`config.mk`:
```
export PLATFORM = sky130hd
export DESIGN_NAME = oxygen_level_stability_monitor_flat
export DESIGN_NICKNAME = d
export VERILOG_FILES = /design/src/rtl/olsm_pkg.sv /design/src/rtl/olsm_ifs.sv /design/src/rtl/olsm_regs.sv /design/src/rtl/olsm_ctrl.sv /design/src/rtl/olsm_datapath.sv /design/src/rtl/oxygen_level_stability_monitor.sv /design/src/flat_wrapper.sv
export VERILOG_INCLUDE_DIRS = /design/src /design/src/rtl
export SDC_FILE = /design/constraint.sdc
export NUM_CORES = 1
export LEC_CHECK = 0
export BUFFER_PORTS_ARGS = -buffer_cell sky130_fd_sc_hd__buf_2
export CAP_MARGIN = 40
export CORE_MARGIN = 2
export CORE_UTILIZATION = 50
export CTS_CLUSTER_SIZE = 14
export DETAILED_ROUTE_END_ITERATION = 10
export PLACE_DENSITY = 0.64
export SLEW_MARGIN = 20
export SYNTH_ARGS = -nofsm -noshare
export SYNTH_HDL_FRONTEND = slang
export SYNTH_SLANG_ARGS = --single-unit
export TNS_END_PERCENT = 1
```
`constraint.sdc`:
```
create_clock -name i_clk -period 7.1 [get_ports i_clk]
set_input_delay 0.355 -clock i_clk [delete_from_list [all_inputs] [get_ports i_clk]]
set_output_delay 0.355 -clock i_clk [all_outputs]
set_load 0.05 [all_outputs]
```
`src/rtl/oxygen_level_stability_monitor_macros.svh`:
```
// assertion macros shared by the oxygen level stability monitor
`ifndef OXYGEN_LEVEL_STABILITY_MONITOR_MACROS_SVH
`define OXYGEN_LEVEL_STABILITY_MONITOR_MACROS_SVH

// same-cycle implication, checked outside reset
`define OLSM_ASSERT_NOW(lbl, clk, rst_n, ante, cons, msg) \
    lbl: assert property (@(posedge clk) disable iff (!(rst_n)) (ante) |-> (cons)) \
        else $error(msg);

// next-cycle implication, checked outside reset
`define OLSM_ASSERT_NEXT(lbl, clk, rst_n, ante, cons, msg) \
    lbl: assert property (@(posedge clk) disable iff (!(rst_n)) (ante) |=> (cons)) \
        else $error(msg);

`endif

```
`src/rtl/olsm_pkg.sv`:
```
// shared types, constants and widths of the oxygen level stability monitor
package olsm_pkg;

    localparam int WINDOW_DEF     = 15;

    localparam int SAMPLE_W       = 16;
    localparam int O2_W           = 14;
    localparam int CAL_W          = 15;
    localparam int THR_W          = 14;

    localparam int O2_REF_CENTI   = 2090;
    localparam int O2_MAX_CENTI   = 9990;
    localparam int CAL_MIN_COUNTS = 12;
    localparam int CAL_RESET      = 1280;
    localparam int THRESH_RESET   = 10;

    // sample magnitude times reference, and calibration times saturation limit
    localparam int NUM_W          = 27;
    localparam int LIM_W          = 29;
    localparam int DCNT_W         = $clog2(O2_W);

    localparam int APB_ADDR_W     = 3;
    localparam int APB_DATA_W     = 32;
    localparam int REG_SEL_BIT    = 2;

    localparam logic REG_IDX_CAL  = 1'b0;
    localparam logic REG_IDX_THR  = 1'b1;

    typedef enum logic [7:0] {
        S_IDLE = 8'b0000_0001,
        S_MUL  = 8'b0000_0010,
        S_CHK  = 8'b0000_0100,
        S_DIV  = 8'b0000_1000,
        S_WR   = 8'b0001_0000,
        S_SCAN = 8'b0010_0000,
        S_LAST = 8'b0100_0000,
        S_DONE = 8'b1000_0000
    } t_state;

    typedef struct packed {
        logic load;
        logic mul;
        logic chk;
        logic div;
        logic wr;
        logic scan;
        logic fold;
        logic out_load;
    } t_cmd;

    typedef struct packed {
        logic quick;
        logic div_last;
        logic full_next;
        logic scan_last;
    } t_sts;

endpackage

```
`src/rtl/olsm_ifs.sv`:
```
// item channels: converter samples in, oxygen results out
interface olsm_smp_if;
    import olsm_pkg::*;

    logic                       valid;
    logic                       ready;
    logic signed [SAMPLE_W-1:0] adc_sample;

    modport source (output valid, output adc_sample, input ready);
    modport sink   (input valid, input adc_sample, output ready);
endinterface

interface olsm_res_if;
    import olsm_pkg::*;

    logic            valid;
    logic            ready;
    logic [O2_W-1:0] oxygen_centipercent;
    logic            is_stable;

    modport source (output valid, output oxygen_centipercent, output is_stable, input ready);
    modport sink   (input valid, input oxygen_centipercent, input is_stable, output ready);
endinterface

```
`src/rtl/olsm_regs.sv`:
```
// apb configuration registers: calibration counts and stability threshold
module olsm_regs (
    input  logic                             i_clk,
    input  logic                             i_rst_n,
    input  logic                             psel,
    input  logic                             penable,
    input  logic                             pwrite,
    input  logic [olsm_pkg::APB_ADDR_W-1:0]  paddr,
    input  logic [olsm_pkg::APB_DATA_W-1:0]  pwdata,
    output logic [olsm_pkg::APB_DATA_W-1:0]  prdata,
    output logic                             pready,
    output logic [olsm_pkg::CAL_W-1:0]       o_cal,
    output logic [olsm_pkg::THR_W-1:0]       o_thr
);
    import olsm_pkg::*;

    logic [CAL_W-1:0] r_cal;
    logic [THR_W-1:0] r_thr;
    logic             wr_en;
    logic             sel;

    assign pready = 1'b1;
    assign sel    = paddr[REG_SEL_BIT];
    assign wr_en  = psel && penable && pwrite && pready;

    always_ff @(posedge i_clk) begin
        if (!i_rst_n) begin
            r_cal <= CAL_W'(CAL_RESET);
            r_thr <= THR_W'(THRESH_RESET);
        end else if (wr_en) begin
            unique case (sel)
                REG_IDX_CAL: r_cal <= pwdata[CAL_W-1:0];
                REG_IDX_THR: r_thr <= pwdata[THR_W-1:0];
                default: ;
            endcase
        end
    end

    always_comb begin
        unique case (sel)
            REG_IDX_CAL: prdata = APB_DATA_W'(r_cal);
            REG_IDX_THR: prdata = APB_DATA_W'(r_thr);
            default:     prdata = '0;
        endcase
    end

    assign o_cal = r_cal;
    assign o_thr = r_thr;
endmodule

```
`src/rtl/olsm_ctrl.sv`:
```
// sequencer: steps one item through scaling, division, ring write and scan
module olsm_ctrl (
    input  logic           i_clk,
    input  logic           i_rst_n,
    input  logic           i_in_valid,
    output logic           o_in_ready,
    output logic           o_out_valid,
    input  logic           i_out_ready,
    input  olsm_pkg::t_sts i_sts,
    output olsm_pkg::t_cmd o_cmd
);
    import olsm_pkg::*;

    t_state r_state, n_state;
    logic   r_out_vld, n_out_vld;
    logic   out_free;

    assign out_free = !r_out_vld || i_out_ready;

    always_comb begin
        n_state = r_state;
        o_cmd   = '0;
        unique case (r_state)
            S_IDLE: begin
                if (i_in_valid) begin
                    o_cmd.load = 1'b1;
                    n_state    = S_MUL;
                end
            end
            S_MUL: begin
                o_cmd.mul = 1'b1;
                n_state   = S_CHK;
            end
            S_CHK: begin
                o_cmd.chk = 1'b1;
                n_state   = i_sts.quick ? S_WR : S_DIV;
            end
            S_DIV: begin
                o_cmd.div = 1'b1;
                if (i_sts.div_last) n_state = S_WR;
            end
            S_WR: begin
                o_cmd.wr = 1'b1;
                n_state  = i_sts.full_next ? S_SCAN : S_DONE;
            end
            S_SCAN: begin
                o_cmd.scan = 1'b1;
                if (i_sts.scan_last) n_state = S_LAST;
            end
            S_LAST: begin
                o_cmd.fold = 1'b1;
                n_state    = S_DONE;
            end
            S_DONE: begin
                if (out_free) begin
                    o_cmd.out_load = 1'b1;
                    n_state        = S_IDLE;
                end
            end
            default: n_state = S_IDLE;
        endcase
    end

    always_comb begin
        priority if (o_cmd.out_load)           n_out_vld = 1'b1;
        else if (r_out_vld && i_out_ready)     n_out_vld = 1'b0;
        else                                   n_out_vld = r_out_vld;
    end

    always_ff @(posedge i_clk) begin
        if (!i_rst_n) begin
            r_state   <= S_IDLE;
            r_out_vld <= 1'b0;
        end else begin
            r_state   <= n_state;
            r_out_vld <= n_out_vld;
        end
    end

    assign o_in_ready  = (r_state == S_IDLE);
    assign o_out_valid = r_out_vld;
endmodule

```
`src/rtl/olsm_datapath.sv`:
```
// scaling multipliers, serial divider, ring memory and min/max scan
module olsm_datapath #(
    parameter int WINDOW = olsm_pkg::WINDOW_DEF
) (
    input  logic                              i_clk,
    input  logic                              i_rst_n,
    input  olsm_pkg::t_cmd                    i_cmd,
    output olsm_pkg::t_sts                    o_sts,
    input  logic signed [olsm_pkg::SAMPLE_W-1:0] i_sample,
    input  logic [olsm_pkg::CAL_W-1:0]        i_cal,
    input  logic [olsm_pkg::THR_W-1:0]        i_thr,
    output logic [olsm_pkg::O2_W-1:0]         o_o2,
    output logic                              o_stable
);
    import olsm_pkg::*;

    localparam int IDX_W  = $clog2(WINDOW);
    localparam int FILL_W = $clog2(WINDOW + 1);

    logic signed [SAMPLE_W-1:0] r_sample;
    logic [NUM_W-1:0]           r_num;
    logic [LIM_W-1:0]           r_lim;
    logic                       r_zero;
    logic [CAL_W-1:0]           r_rem;
    logic [O2_W-1:0]            r_dnum;
    logic [O2_W-1:0]            r_quo;
    logic [DCNT_W-1:0]          r_dcnt;

    logic [O2_W-1:0]            mem [WINDOW];
    logic [IDX_W-1:0]           r_wpos;
    logic [FILL_W-1:0]          r_fill;
    logic                       r_full;
    logic [IDX_W-1:0]           r_raddr;
    logic [O2_W-1:0]            r_rdata;
    logic                       r_rv;
    logic [O2_W-1:0]            r_mn;
    logic [O2_W-1:0]            r_mx;

    logic [O2_W-1:0]            r_o2;
    logic                       r_stb;

    logic                       sat;
    logic [CAL_W:0]             trial;
    logic [CAL_W:0]             diff;
    logic                       ge;
    logic [O2_W-1:0]            spread;

    // quotient would pass the saturation limit
    assign sat   = LIM_W'(r_num) >= r_lim;
    assign trial = {r_rem, r_dnum[O2_W-1]};
    assign diff  = trial - {1'b0, i_cal};
    assign ge    = trial >= {1'b0, i_cal};
    assign spread = r_mx - r_mn;

    assign o_sts.quick     = r_zero || sat;
    assign o_sts.div_last  = (r_dcnt == DCNT_W'(O2_W - 1));
    assign o_sts.full_next = (r_fill >= FILL_W'(WINDOW - 1));
    assign o_sts.scan_last = (r_raddr == IDX_W'(WINDOW - 1));

    // scaling and restoring division, one quotient bit a cycle
    always_ff @(posedge i_clk) begin
        if (i_cmd.load) r_sample <= i_sample;
        if (i_cmd.mul) begin
            r_num  <= NUM_W'(r_sample[SAMPLE_W-2:0]) * NUM_W'(O2_REF_CENTI);
            r_lim  <= LIM_W'(i_cal) * LIM_W'(O2_MAX_CENTI + 1);
            r_zero <= r_sample[SAMPLE_W-1] || (r_sample == '0)
                      || (i_cal <= CAL_W'(CAL_MIN_COUNTS));
        end
        if (i_cmd.chk) begin
            r_dcnt <= '0;
            r_dnum <= r_num[O2_W-1:0];
            r_rem  <= CAL_W'(r_num[NUM_W-1:O2_W]);
            priority if (r_zero) r_quo <= '0;
            else if (sat)        r_quo <= O2_W'(O2_MAX_CENTI);
            else                 r_quo <= '0;
        end
        if (i_cmd.div) begin
            r_rem  <= ge ? diff[CAL_W-1:0] : trial[CAL_W-1:0];
            r_quo  <= {r_quo[O2_W-2:0], ge};
            r_dnum <= {r_dnum[O2_W-2:0], 1'b0};
            r_dcnt <= r_dcnt + 1'b1;
        end
    end

    // ring memory, one write or one registered read a cycle
    always_ff @(posedge i_clk) begin
        if (i_cmd.wr)   mem[r_wpos] <= r_quo;
        if (i_cmd.scan) r_rdata     <= mem[r_raddr];
    end

    always_ff @(posedge i_clk) begin
        if (!i_rst_n) begin
            r_wpos <= '0;
            r_fill <= '0;
        end else if (i_cmd.wr) begin
            r_wpos <= (r_wpos == IDX_W'(WINDOW - 1)) ? '0 : r_wpos + 1'b1;
            if (r_fill != FILL_W'(WINDOW)) r_fill <= r_fill + 1'b1;
        end
    end

    // min/max over the ring, data folded in the cycle after its read
    always_ff @(posedge i_clk) begin
        if (i_cmd.wr) begin
            r_full  <= o_sts.full_next;
            r_raddr <= '0;
            r_rv    <= 1'b0;
            r_mn    <= '1;
            r_mx    <= '0;
        end else begin
            if (i_cmd.scan) begin
                r_raddr <= r_raddr + 1'b1;
                r_rv    <= 1'b1;
            end
            if ((i_cmd.scan && r_rv) || i_cmd.fold) begin
                if (r_rdata < r_mn) r_mn <= r_rdata;
                if (r_rdata > r_mx) r_mx <= r_rdata;
            end
        end
    end

    always_ff @(posedge i_clk) begin
        if (i_cmd.out_load) begin
            r_o2  <= r_quo;
            r_stb <= r_full && (spread < i_thr);
        end
    end

    assign o_o2     = r_o2;
    assign o_stable = r_stb;
endmodule

```
`src/rtl/oxygen_level_stability_monitor.sv`:
```
// top level: oxygen scaling with ring-window stability flag, apb configured
// the ring is scanned only once it is full; zero or saturated values skip the
// divider
// one item at a time: a new item is taken only back in idle, after the 14-step serial
// divider and the scan of the single-port ring memory
// reset: synchronous active-low; registers back to defaults, ring empty
module oxygen_level_stability_monitor #(
    parameter int WINDOW = olsm_pkg::WINDOW_DEF
) (
    input  logic                            i_clk,
    input  logic                            i_rst_n,
    olsm_smp_if.sink                        i_smp,
    olsm_res_if.source                      o_res,
    input  logic                            psel,
    input  logic                            penable,
    input  logic                            pwrite,
    input  logic [olsm_pkg::APB_ADDR_W-1:0] paddr,
    input  logic [olsm_pkg::APB_DATA_W-1:0] pwdata,
    output logic [olsm_pkg::APB_DATA_W-1:0] prdata,
    output logic                            pready
);
    import olsm_pkg::*;

`include "oxygen_level_stability_monitor_macros.svh"

    // configuration values seen by the datapath
    logic [CAL_W-1:0] cal;
    logic [THR_W-1:0] thr;

    // controller to datapath commands and status
    t_cmd cmd;
    t_sts sts;

    olsm_regs u_regs (
        .i_clk   (i_clk),
        .i_rst_n (i_rst_n),
        .psel    (psel),
        .penable (penable),
        .pwrite  (pwrite),
        .paddr   (paddr),
        .pwdata  (pwdata),
        .prdata  (prdata),
        .pready  (pready),
        .o_cal   (cal),
        .o_thr   (thr)
    );

    // sequencer owns the handshakes; the result register waits for the sink
    // while the block is already free to take the next item
    olsm_ctrl u_ctrl (
        .i_clk       (i_clk),
        .i_rst_n     (i_rst_n),
        .i_in_valid  (i_smp.valid),
        .o_in_ready  (i_smp.ready),
        .o_out_valid (o_res.valid),
        .i_out_ready (o_res.ready),
        .i_sts       (sts),
        .o_cmd       (cmd)
    );

    olsm_datapath #(
        .WINDOW (WINDOW)
    ) u_dp (
        .i_clk    (i_clk),
        .i_rst_n  (i_rst_n),
        .i_cmd    (cmd),
        .o_sts    (sts),
        .i_sample (i_smp.adc_sample),
        .i_cal    (cal),
        .i_thr    (thr),
        .o_o2     (o_res.oxygen_centipercent),
        .o_stable (o_res.is_stable)
    );

    // a result load never overwrites an item still waiting at the output
    `OLSM_ASSERT_NOW(a_no_overwrite, i_clk, i_rst_n, cmd.out_load, !(o_res.valid && !o_res.ready), "result overwritten before it was taken")
    // a loaded result shows up as valid in the next cycle
    `OLSM_ASSERT_NEXT(a_load_shows, i_clk, i_rst_n, cmd.out_load, o_res.valid, "loaded result not presented")
    // an accepted item makes the block busy
    `OLSM_ASSERT_NEXT(a_busy_after_accept, i_clk, i_rst_n, i_smp.valid && i_smp.ready, !i_smp.ready, "input still ready after accepting an item")
    // results stay within the saturation limit
    `OLSM_ASSERT_NOW(a_o2_range, i_clk, i_rst_n, o_res.valid, o_res.oxygen_centipercent <= O2_W'(O2_MAX_CENTI), "oxygen result above saturation limit")

endmodule

```
`src/flat_wrapper.sv`:
```
// flat-port wrapper written by rule: the top's interface ports become plain ports
module oxygen_level_stability_monitor_flat import olsm_pkg::*;
#(
    parameter int WINDOW = olsm_pkg::WINDOW_DEF
)
  (i_clk, i_rst_n, psel, penable, pwrite, paddr, pwdata, prdata, pready, i_smp_valid, i_smp_adc_sample, i_smp_ready, o_res_valid, o_res_oxygen_centipercent, o_res_is_stable, o_res_ready);
  olsm_smp_if i_smp_i ();
  olsm_res_if o_res_i ();
  input  logic i_clk;
  input  logic i_rst_n;
  input  logic psel;
  input  logic penable;
  input  logic pwrite;
  input  logic [olsm_pkg::APB_ADDR_W-1:0] paddr;
  input  logic [olsm_pkg::APB_DATA_W-1:0] pwdata;
  output logic [olsm_pkg::APB_DATA_W-1:0] prdata;
  output logic pready;
  input wire logic [$bits(i_smp_i.valid)-1:0] i_smp_valid;
  input wire logic [$bits(i_smp_i.adc_sample)-1:0] i_smp_adc_sample;
  output wire logic [$bits(i_smp_i.ready)-1:0] i_smp_ready;
  output wire logic [$bits(o_res_i.valid)-1:0] o_res_valid;
  output wire logic [$bits(o_res_i.oxygen_centipercent)-1:0] o_res_oxygen_centipercent;
  output wire logic [$bits(o_res_i.is_stable)-1:0] o_res_is_stable;
  input wire logic [$bits(o_res_i.ready)-1:0] o_res_ready;
  assign i_smp_i.valid = i_smp_valid;
  assign i_smp_i.adc_sample = i_smp_adc_sample;
  assign i_smp_ready = i_smp_i.ready;
  assign o_res_valid = o_res_i.valid;
  assign o_res_oxygen_centipercent = o_res_i.oxygen_centipercent;
  assign o_res_is_stable = o_res_i.is_stable;
  assign o_res_i.ready = o_res_ready;
  oxygen_level_stability_monitor #(.WINDOW(WINDOW)) u_core (.i_clk(i_clk), .i_rst_n(i_rst_n), .i_smp(i_smp_i), .o_res(o_res_i), .psel(psel), .penable(penable), .pwrite(pwrite), .paddr(paddr), .pwdata(pwdata), .prdata(prdata), .pready(pready));
endmodule
```
==> run metrics <==
outcome completed; family with the most delay on the worst path adder cells; DP HPWL just over 40000 µm; area of the multi-input gates between 10000 and 15000 µm²; GPL Wtd Cong 0.876; RSZ-0062 raised after global routing false; minimum clock period ~6.1 ns; TritonRoute pass-1 iters 7; post-CTS sizing 0; worst hold path type in -> reg; Die ar. between 50000 and 60000 µm²; Worst path slowest cell fa_1; CP Data Required Time approximately 7.4 ns; crit path launch type flop; R2R depth 20; DR vias/cell ~5.5; mapped cell area 25400 µm²; # IOs about 110; Num CTS Buffers 46; Clk pin slew, worst setup/hold paths around 0.060 ns; drt wl/cell 19.0 µm; GRT overflow 0; Worst path max stage delay 0.56 ns; Sinks on Clock Net ~440; area leader, netlist edfxtp_1; Max-cap violations 0; final instance area approximately 28000 µm²; routed wire length 56100 µm; top cells by area, synth edfxtp_1, ha_1, dfxtp_1; distinct cell type count after synthesis 70; area grow syn2layout 11.9%; share of cells above drive strength 1 0.117; Critical Path End Type flop; Tcrit/Tclk final 0.860; most frequent CP cell fa_1; Starting Density 0.506; std cell rows 82; vias post-DR 16200; setup tns final 0 ns; placed instance area 26600 µm²; htree depth 2; relative slew slack 0.459; Worst Max-Slew Pin Slew around 0.81 ns; pwr dens roughly 250 nW/µm²; Register Area roughly 12000 µm²; CTS tree done; Residual DRC 0; number of DRC markers in iteration 0 1108; main flop type after synthesis edfxtp_1; CP Max Fanout 8; CTS max path bufs 3; fin cells between 2000 and 3000; initial antenna violation count 1; Clock Tree Root clkbuf_16; DP Cell Count approximately 2800; Seq/Total Area, Yosys 0.486; EDFF count, synth 358; Worst-Skew Late Latency 0.61 ns; Die W 229 µm; crit path buf inv count 4; number of global-route vias before repair ~16000; Cell Chain, Critical Path inv_1 -> fa_1 -> inv_1 -> ha_1 -> inv_1 -> fa_1 -> fa_1 -> inv_1 -> fa_1 -> fa_1 -> ha_1 -> nand4_2 -> or3_4 -> or2_0 -> o22ai_2 -> and3b_1 -> a2111oi_1 -> o21bai_1 -> a21oi_1 -> xnor2_1; CP Data Arrival Time 6.45 ns; largest net degree at the start of global routing between 50 and 60; final setup fails 0; post-synthesis cell count 2122; PortBufs 70; Setup Crit Path Kind reg -> reg; Final Max Slew Viols 0; Die Height 229 µm; async set-reset flop share out of synthesis 0; Pleak 0.0121 µW; nets@finish between 2000 and 3000; share of the synthesized area in the top cell type 0.424; total track usage 0.218; peak supply drop 0.228 mV; Fmax achieved 164 MHz; syn avg cell area 12.0 µm²; post-route ant nets 0; Final Hold Viols 0; antenna cell count 0; Stages on worst setup path 20; fill count slightly above 4000; Placeable Area about 50000 µm²; clk_skew 0.0333 ns; Yosys warnings 0; WHS Path Cells 3; Synth Register Bits 437; first-pass GRT wire length between 80000 and 90000 µm
tightest hold or removal path: stages:
cell and delay (ns):
buf_2 0.11, nand2_1 0.05, a21oi_1 0.05
logic make-up after synthesis:
family	synth area share
muxes	0.0561
buffers and inverters	0.0564
adders and majority gates	0.206
other	0.000296
DFF	0.486
xor gates and xnor gates	0.0245
and+or+nand+nor	0.0859
AOI/OAI and AO/OA	0.0850
final cells by class:
class	instances	share of cell area
flip-flops and latches	437	0.434
clock buffers	57	0.0427
inverters	280	0.0370
well taps	672	0.0296
clock inverters	27	0.0122
repair buffers	130	0.0317
multi-input cells	1344	0.413
through the flow:
step	total power, µW	hold WS (ns)	utilization	worst slack (ns)
after global placement	4700	0.456	0.528	1.06
after detailed placement	4750	0.464	0.530	0.950
after floorplan	4350	0.441	-	1.45
after global routing	7610	0.0186	0.566	0.683
after CTS	7250	0.00385	0.565	0.957
final	7190	0.0336	0.566	0.993
per-layer routing:
metal / global-route usage / up-vias / wire [µm]
li1: - / 7732 / -
met1: 0.328 / 7978 / 27000
met2: 0.328 / 428 / 24600
met3: 0.0388 / 69 / 3390
met4: 0.0544 / 0 / 1130
met5: 0 / - / 0
cell usage in the layout (no fill, tap or decap), types with 5 or more instances in the layout:
master	count
o31ai_1	14
and3_1	7
clkinv_1	6
o21a_1	17
a31oi_1	16
dfxtp_1	77
ha_1	304
nand3b_1	6
xnor2_1	46
nand2b_1	13
o211ai_1	22
nand3_1	37
a21o_1	47
clkbuf_16	46
clkbuf_1	9
a211oi_1	8
edfxtp_1	358
bufinv_16	6
fa_1	71
buf_4	37
nor2b_1	18
nand2_1	208
inv_1	279
nor2_1	90
o21ai_0	60
or3_1	7
o21bai_1	11
conb_1	18
and2_1	10
nand4_1	20
clkinv_2	10
nor3_1	25
xor2_1	25
mux2i_1	15
buf_2	71
mux4_2	56
a21oi_1	103
dlygate4sd3_1	17
nor4_1	5
o21ai_1	12
repair_timing:
action / CTS / global route
buffers inserted: 0 / 0
endpoints found under the hold margin: 17 / 0
hold buffers: 17 / 0
report_power, final:
group          total [µW]  switching (µW)  leakage (µW)  internal (µW)
clock network        2470            1030      0.000758           1450
logic                1740            1010       0.00738            730
registers            2980            72.8       0.00392           2900
sequential cells by signal, indices dropped and copies added (netlist names), 4 cells and up:
| signal | count |
|---|---|
| u_core.u_dp.mem | 210 |
| u_core.u_dp.r_sample | 16 |
| u_core.u_dp.r_mn | 14 |
| u_core.u_dp.o_o2 | 14 |
| u_core.u_dp.r_fill | 4 |
| u_core.u_dp.r_rem | 15 |
| u_core.u_dp.r_wpos | 4 |
| u_core.u_ctrl.r_state | 8 |
| u_core.u_dp.r_dcnt | 4 |
| u_core.u_dp.r_rdata | 14 |
| u_core.u_dp.r_num | 26 |
| u_core.u_dp.r_mx | 14 |
| u_core.u_regs.o_thr | 14 |
| u_core.u_dp.r_raddr | 4 |
| u_core.u_dp.r_dnum | 13 |
| u_core.u_dp.r_lim | 29 |
| u_core.u_regs.o_cal | 15 |
| u_core.u_dp.r_quo | 14 |
final timing paths:
kind | slack [ns] | start | endpoint
setup / recovery | 0.99 | u_core.u_regs.o_cal[6]$_SDFFE_PN0P_ | u_core.u_dp.r_lim[26]$_DFFE_PP_
hold / removal | 0.03 | pwdata[9] | u_core.u_regs.o_thr[9]$_SDFFE_PN0P_
setup reg to reg | 0.99 | u_core.u_regs.o_cal[6]$_SDFFE_PN0P_ | u_core.u_dp.r_lim[26]$_DFFE_PP_
hold reg to reg | 0.47 | u_core.u_regs.o_thr[5]$_SDFFE_PN0P_ | u_core.u_regs.o_thr[5]$_SDFFE_PN0P_
cell usage after synthesis, types with 11 or more instances:
cell / n
clkbuf_1: 39
o21ai_1: 12
buf_1: 11
buf_4: 18
nand3_1: 37
xnor2_1: 46
xor2_1: 25
o31ai_1: 14
nor2_1: 90
a31oi_1: 16
o21a_1: 17
nor3_1: 29
nand2_1: 209
mux2i_1: 15
ha_1: 304
inv_1: 279
o211ai_1: 22
a21oi_1: 103
nor2b_1: 20
o21ai_0: 60
dfxtp_1: 79
o21bai_1: 11
edfxtp_1: 358
fa_1: 71
nand4_1: 20
mux4_2: 56
nand2b_1: 13
a21o_1: 47
(Power assumes the default switching activity.)
